### src/hdl/assert_macros.svh
// Assertion macros used by the allocator back end.
`ifndef ASSERT_MACROS_SVH
`define ASSERT_MACROS_SVH

// Property checked on every rising clock edge outside reset.
`define TCA_ASSERT(lbl, prop, msg) \
  lbl: assert property (@(posedge clk_i) disable iff (!rst_ni) prop) else $error(msg);

// Condition that must never be seen outside reset.
`define TCA_ASSERT_NEVER(lbl, cond, msg) \
  lbl: assert property (@(posedge clk_i) disable iff (!rst_ni) !(cond)) else $error(msg);

`endif

### src/hdl/tca_pkg.sv
// Types, codes and helpers of the tiered connection allocator.
package tca_pkg;

  typedef enum logic [1:0] {
    KIND_ACQUIRE = 2'd0,
    KIND_RELEASE = 2'd1,
    KIND_BLOCK   = 2'd2,
    KIND_TICK    = 2'd3
  } kind_e;

  localparam logic [1:0] STATUS_OK        = 2'd0;
  localparam logic [1:0] STATUS_NO_SLOT   = 2'd1;
  localparam logic [1:0] STATUS_FREE_SLOT = 2'd2;

  localparam logic [2:0] CFG_RETRY     = 3'd0;
  localparam logic [2:0] CFG_LEVELS    = 3'd1;
  localparam logic [2:0] CFG_ACTIVE    = 3'd2;
  localparam logic [2:0] CFG_MAX_CONNS = 3'd3;
  localparam logic [2:0] CFG_GROUPS    = 3'd4;
  localparam logic [2:0] CFG_OPTIONAL  = 3'd5;

  localparam logic [15:0] RETRY_RESET = 16'd10;
  localparam logic [15:0] LFSR_RESET  = 16'hACE1;
  localparam logic [15:0] LFSR_TAPS   = 16'hB400;

  typedef struct packed {
    logic [15:0] retry_seconds;
    logic [31:0] server_levels;
    logic [7:0]  server_active_mask;
    logic [31:0] server_max_conns;
    logic [31:0] server_groups;
    logic [7:0]  server_optional_mask;
  } cfg_t;

  typedef struct packed {
    kind_e       kind;
    logic [2:0]  start_level;
    logic        want_valid;
    logic [2:0]  want_server;
    logic [7:0]  ignore_mask;
    logic [5:0]  release_slot;
    logic        still_connected;
    logic [2:0]  target_server;
  } item_t;

  typedef struct packed {
    logic [1:0] status;
    logic [5:0] granted_slot;
    logic [2:0] granted_server;
    logic [2:0] granted_level;
  } result_t;

  // Four-bit field of server idx; servers past the eighth read as zero.
  function automatic logic [3:0] cfg_nib(logic [31:0] r, logic [3:0] idx);
    logic [3:0] v;
    v = 4'd0;
    for (int i = 0; i < 8; i++) begin
      if (idx == 4'(i)) v = r[4*i +: 4];
    end
    return v;
  endfunction

  function automatic logic cfg_bit(logic [7:0] r, logic [3:0] idx);
    logic v;
    v = 1'b0;
    for (int i = 0; i < 8; i++) begin
      if (idx == 4'(i)) v = r[i];
    end
    return v;
  endfunction

  function automatic logic [4:0] pop16(logic [15:0] v);
    logic [4:0] c;
    c = 5'd0;
    for (int i = 0; i < 16; i++) c = c + 5'(v[i]);
    return c;
  endfunction

  function automatic logic [15:0] lfsr_next(logic [15:0] w);
    return (w >> 1) ^ (w[0] ? LFSR_TAPS : 16'd0);
  endfunction

endpackage

### src/hdl/tca_front.sv
// Front end: accepts request transactions, decodes the kind, queues them.
module tca_front
  import tca_pkg::*;
(
  input  logic        clk_i,
  input  logic        rst_ni,
  input  logic        s_axis_tvalid,
  output logic        s_axis_tready,
  input  logic [31:0] s_axis_tdata,
  input  logic [1:0]  s_axis_tuser,
  output item_t       item_o,
  output logic        item_valid_o,
  input  logic        item_pop_i
);

  item_t      mem_q [2];
  logic       wr_ptr_q, rd_ptr_q;
  logic [1:0] fill_q;
  item_t      dec;
  logic       push;

  always_comb begin
    dec.kind            = kind_e'(s_axis_tuser);
    dec.start_level     = s_axis_tdata[2:0];
    dec.want_valid      = s_axis_tdata[3];
    dec.want_server     = s_axis_tdata[6:4];
    dec.ignore_mask     = s_axis_tdata[14:7];
    dec.release_slot    = s_axis_tdata[20:15];
    dec.still_connected = s_axis_tdata[21];
    dec.target_server   = s_axis_tdata[24:22];
  end

  assign s_axis_tready = (fill_q != 2'd2);
  assign push          = s_axis_tvalid && s_axis_tready;
  assign item_valid_o  = (fill_q != 2'd0);
  assign item_o        = mem_q[rd_ptr_q];

  always_ff @(posedge clk_i) begin
    if (push) mem_q[wr_ptr_q] <= dec;
  end

  always_ff @(posedge clk_i or negedge rst_ni) begin
    if (!rst_ni) begin
      wr_ptr_q <= 1'b0;
      rd_ptr_q <= 1'b0;
      fill_q   <= 2'd0;
    end else begin
      if (push) wr_ptr_q <= ~wr_ptr_q;
      if (item_pop_i) rd_ptr_q <= ~rd_ptr_q;
      fill_q <= fill_q + 2'(push) - 2'(item_pop_i);
    end
  end

endmodule

### config.mk
export PLATFORM = sky130hd
export DESIGN_NAME = tca_front
export DESIGN_NICKNAME = d
export VERILOG_FILES = /design/src/hdl/assert_macros.svh /design/src/hdl/tca_pkg.sv /design/src/hdl/tca_front.sv
export SDC_FILE = /design/constraint.sdc
export NUM_CORES = 1
export LEC_CHECK = 0
export ABC_CLOCK_PERIOD_IN_PS = 2500
export BUFFER_PORTS_ARGS = -buffer_cell sky130_fd_sc_hd__buf_2
export CORE_MARGIN = 3
export CORE_UTILIZATION = 35
export DETAILED_ROUTE_END_ITERATION = 12
export HOLD_SLACK_MARGIN = 0.05
export SLEW_MARGIN = 20
export SYNTH_ARGS = -nofsm -noshare
export SYNTH_HDL_FRONTEND = slang
export SYNTH_SLANG_ARGS = --single-unit
export TNS_END_PERCENT = 10
### constraint.sdc
create_clock -name clk_i -period 2.5 [get_ports clk_i]
set_clock_uncertainty 0.05 [all_clocks]
set_input_delay 0.25 -clock clk_i [delete_from_list [all_inputs] [get_ports clk_i]]
set_output_delay 0.25 -clock clk_i [all_outputs]
set_load 0.005 [all_outputs]
# Word level (Yosys, flattened, before mapping)
# Memory sizes are Yosys's and may differ from the RTL's.
# Index checks and enable logic that the tools add are counted.
word_totals:
  register_bits: 4
  ram_bits: 54
  in_bits: 38
  elab_cells: 13
  n_memories: 1
mem_list:
  columns: ["memory", "depth", "width", "read_ports", "rd_clocked_by_memory_dff", "wr", "line_no", "rtl"]
  rows:
  - ["mem_q", 2, 27, 1, 0, 1, "tca_front.sv:16", "item_t mem_q [2];"]
op_classes:
  add_sub_neg: 2
  eq_ne: 1
  n_mux: 2
  n_bitwise: 2
  reduce_logical: 2
ops:
  columns: ["op", "count"]
  rows:
  - ["adder 2 x 1 -> 2 bit", 1]
  - ["2-to-1 mux 1 bit", 2]
  - ["!= test 2 bit, second input constant", 1]
  - ["inverter 1 bit", 2]
  - ["nonzero test 2 bit", 1]
  - ["subtractor 2 x 1 -> 2 bit", 1]
  - ["logical AND 1 bit", 1]

# Longest topological paths before layout
depth:
  ltp_word: 4
  mapped_depth: 5
  mapped_depth_nobuf: 5

# Worst setup path after synthesis
# Ideal clock, no wire load.
synth_timing:
  path_type: "register to register"
  startpoint: "reg fill_q[1]"
  endpoint: "mem mem_q[0][0] (netlist name), enable pin"
  setup_ps: 411
  arrival_ps: 1801
  t_required_ps: 2039
  slack_ps: 238
  stages_incl_launch_ff: 4
  path_buffers: 0
  period_less_slack_ps: 2262
  path_cell_list: "dfrtp_1 > nand2b_1 > nand2_1 > nor2_1"
synth_between:
  elab_chain_cells: 4
synth_lines:
  columns: ["element", "line_no", "rtl"]
  rows:
  - ["start: declaration", "tca_front.sv:18", "logic [1:0] fill_q;"]
  - ["start signal: assignment", "tca_front.sv:50", "fill_q <= fill_q + 2'(push) - 2'(item_pop_i);"]
  - ["!= test 2 bit", "tca_front.sv:33", "assign s_axis_tready = (fill_q != 2'd2);"]
  - ["named net s_axis_tready", "tca_front.sv:8", "output logic s_axis_tready,"]
  - ["logical AND 1 bit", "tca_front.sv:34", "assign push = s_axis_tvalid && s_axis_tready;"]
  - ["2-to-1 mux 1 bit", "tca_front.sv:39", "if (push) mem_q[wr_ptr_q] <= dec;"]
  - ["2-to-1 mux 1 bit (implied by the code)", "tca_front.sv:39", null]
  - ["end: declaration", "tca_front.sv:16", null]
# The timed path passes the listed nets, and every way through them passes these cells.

==> flow_summary.ini <==
[outcome]
status = finished clean

[sta]
worstMarginPinSlew_ps = 352.9
setup_slack_ps = 590.8
setup_viol = 0
rsz0062_at_grt = no
fin_crit_ps = 1909
fin_crit_sh = 0.7637
finalSetupTns_ps = 0
relSlewSlack = 0.7647
drv_slew = 0
timing_hold_violations_final = 0
fmax_mhz = 523.8
holdWs_ps = 74.57

[global_routing]
grt_pass1_vias = 1332
antenna_found_initial = 0
grt_max_degree = 20
grt_util_all_layers = 0.1100
grt.overflow.total = 0
grt_pass1_wl_microns = 5920

[pwr]
p_clk_frac = 0.269
seq_power_share = 0.441
internal_power_mw = 2.436
p_leak_nw = 1.245
power.density_mw_per_mm2 = 1061
switchingPower_uw = 846.1
pwr-share-comb = 0.290
ir_drop_uv = 552.4
power.share.switching = 0.2578

[clocking]
cts_hold_buf = 14
cts-resized-gates = 0
insertion_delay_ps = 320
clockRootBuffer = clkbuf_8
cts_tree = built
cts.clk_slew.worst_paths_ps = 60
clock-sinks = 58
cts_setup_buffers = 0
htree_num_levels = 3
ctsLongestPathBuffers = 2
cts_buffers = 9

[floorplanning]
rows = 28
io_pins = 67
die_y_microns = 85.93
fp.dieW_microns = 85.93
coreArea_sq_mm = 0.006061
start_util = 0.3689
dieArea_sq_mm = 0.007383

[placement]
place_congestion = 0.7166
io_buffers = 59
place_area_sq_mm = 0.002645
place_ws_ps = 908.9
hpwl_microns = 2584

[yosys]
syn_inst = 101
ys_types = 16
yosysSeqAreaShare = 0.7700
syn_area_sq_mm = 0.002236
ys_seq_elements = 58
avgSynthCellArea_sq_um = 22.14
yosys_warnings = 0
synth_fp_nets = 140

[routing]
vias_per_cell = 4.383
drt_iter0_markers = 31
firstDrtPassIters = 4
vias = 1214
antenna_left = 0
wl_per_cell_microns = 13.53
drc = 0
routed_wl_microns = 3747

[min_path]
hp-class = in -> reg
whs_path_depth = 1
min_from = s_axis_tdata[1]
min_to = mem_q[1][23]$_DFFE_PP_

[final_layout]
syn2layout_area_growth_pct = 38.33
diodes = 0
stdcell_area_sq_mm = 0.003093
nets = 236
utilization = 0.5103
layout-drive-gt1-share = 0.5000

[setup_path]
timing.setup.critical_path_class = reg -> out
worstSetupStartpointType = flop
critPathMaxFanout = 19
rrSetupSlack_ps = 1090
timing.rr.start = fill_q[1]$_DFF_PN0_
worstReg2RegEnd = mem_q[0][14]$_DFFE_PP_
r2r.worst_path.cells = 4
cp-end-kind = output port
critPathArrivalTime_ps = 1610
worstPathRequired_ps = 2200

[run]
max_cap_viol_count = 0
==> worst max-delay path: stages, from the launching register on <==
cell and delay (ps):
dfrtp_2 580, buf_12 230, mux2_1 330, buf_2 130
==> synthesized netlist by cell type <==
cell | count | area share
mux2_4 | 19 | 0.13
xor2_1 | 1 | 0.0039
buf_6 | 3 | 0.015
and3_1 | 1 | 0.0028
or2_2 | 1 | 0.0028
nor3b_2 | 1 | 0.0056
ha_1 | 1 | 0.0056
mux2_1 | 8 | 0.040
a21oi_2 | 1 | 0.0039
xnor2_1 | 3 | 0.012
nor2_1 | 1 | 0.0017
dfrtp_1 | 4 | 0.045
a21bo_1 | 1 | 0.0045
edfxtp_1 | 54 | 0.73
nand2_1 | 1 | 0.0017
nand2b_1 | 1 | 0.0028
==> registers in the layout (all words and copies together) (netlist names) <==
register	count
fill_q	2
mem_q	54
rd_ptr_q	1
wr_ptr_q	1
==> routing by layer <==
metal / share of wire / vias up / track usage / wire length, microns
met5: 0 / - / 0 / 0
met1: 0.40 / 566 / 0.1099 / 1491
li1: - / 586 / - / -
met3: 0.089 / 10 / 0.05860 / 334
met4: 0.020 / 0 / 0.06043 / 74
met2: 0.49 / 52 / 0.1829 / 1847
==> cell type report <==
class                   count  area (sq um)
fillers                   508          2968
well taps                  75         93.84
flip-flops and latches     58          1723
clock inverters             7         83.83
multi-input cells          40         483.0
repair buffers             88         585.6
clock buffers               9         123.9
==> cell families after synthesis <==
| logic type | after synthesis | synth area share |
|---|---|---|
| xor+xnor | 4 | 0.01567 |
| flops | 58 | 0.7700 |
| buf+inv | 3 | 0.01511 |
| mux | 27 | 0.1679 |
| compound gates | 2 | 0.008395 |
| simple gates | 6 | 0.01735 |
| fa+ha+maj | 1 | 0.005595 |
==> stage by stage <==
stage,std cells,power (mW)
6_report,277,3.282
5_1_grt,277,3.485
4_1_cts,267,3.342
3_5_place_dp,237,2.426
3_3_place_gp,237,2.390
2_1_floorplan,101,2.052
==> cell usage in the layout (no fill, tap or decap) <==
master         synthesis  routed
clkinv_2               0       1
clkinv_1               0       3
a21oi_2                1       1
clkbuf_8               0       9
nand2b_1               1       1
mux2_4                19      19
nor2_2                 0       1
a21bo_1                1       1
edfxtp_1              54      54
buf_4                  0       4
or2_2                  1       1
dfrtp_1                4       3
buf_12                 0       1
dlygate4sd3_1          0      24
nor3b_2                1       1
xnor2_1                3       3
ha_1                   1       1
nand2_1                1       1
dfrtp_2                0       1
and3_1                 1       1
xor2_1                 1       1
mux2_1                 8       8
clkinvlp_4             0       1
buf_2                  0      59
bufinv_16              0       2
==> how the worst max path moves through the flow <==
stage | start | endpoint | slack (ps)
2_1_floorplan | fill_q[1]$_DFF_PN0_ | mem_q[0][0]$_DFFE_PP_ | 240
3_3_place_gp | rd_ptr_q$_DFFE_PN0P_ | item_o[5] | 930
3_5_place_dp | rd_ptr_q$_DFFE_PN0P_ | item_o[5] | 910
4_1_cts | rd_ptr_q$_DFFE_PN0P_ | item_o[5] | 540
5_1_grt | rd_ptr_q$_DFFE_PN0P_ | item_o[4] | 490
6_report | rd_ptr_q$_DFFE_PN0P_ | item_o[5] | 590
==> power by group through the flow <==
stage                     logic, mW  registers (mW)  clock network [mW]
after floorplan               0.642            1.41                   0
final                         0.952            1.45               0.881
after detailed placement      0.952            1.47                   0
after CTS                     0.973            1.45               0.914
after global routing           1.04            1.47               0.974
after global placement        0.933            1.46                   0
Power figures use the tool's default switching activity.
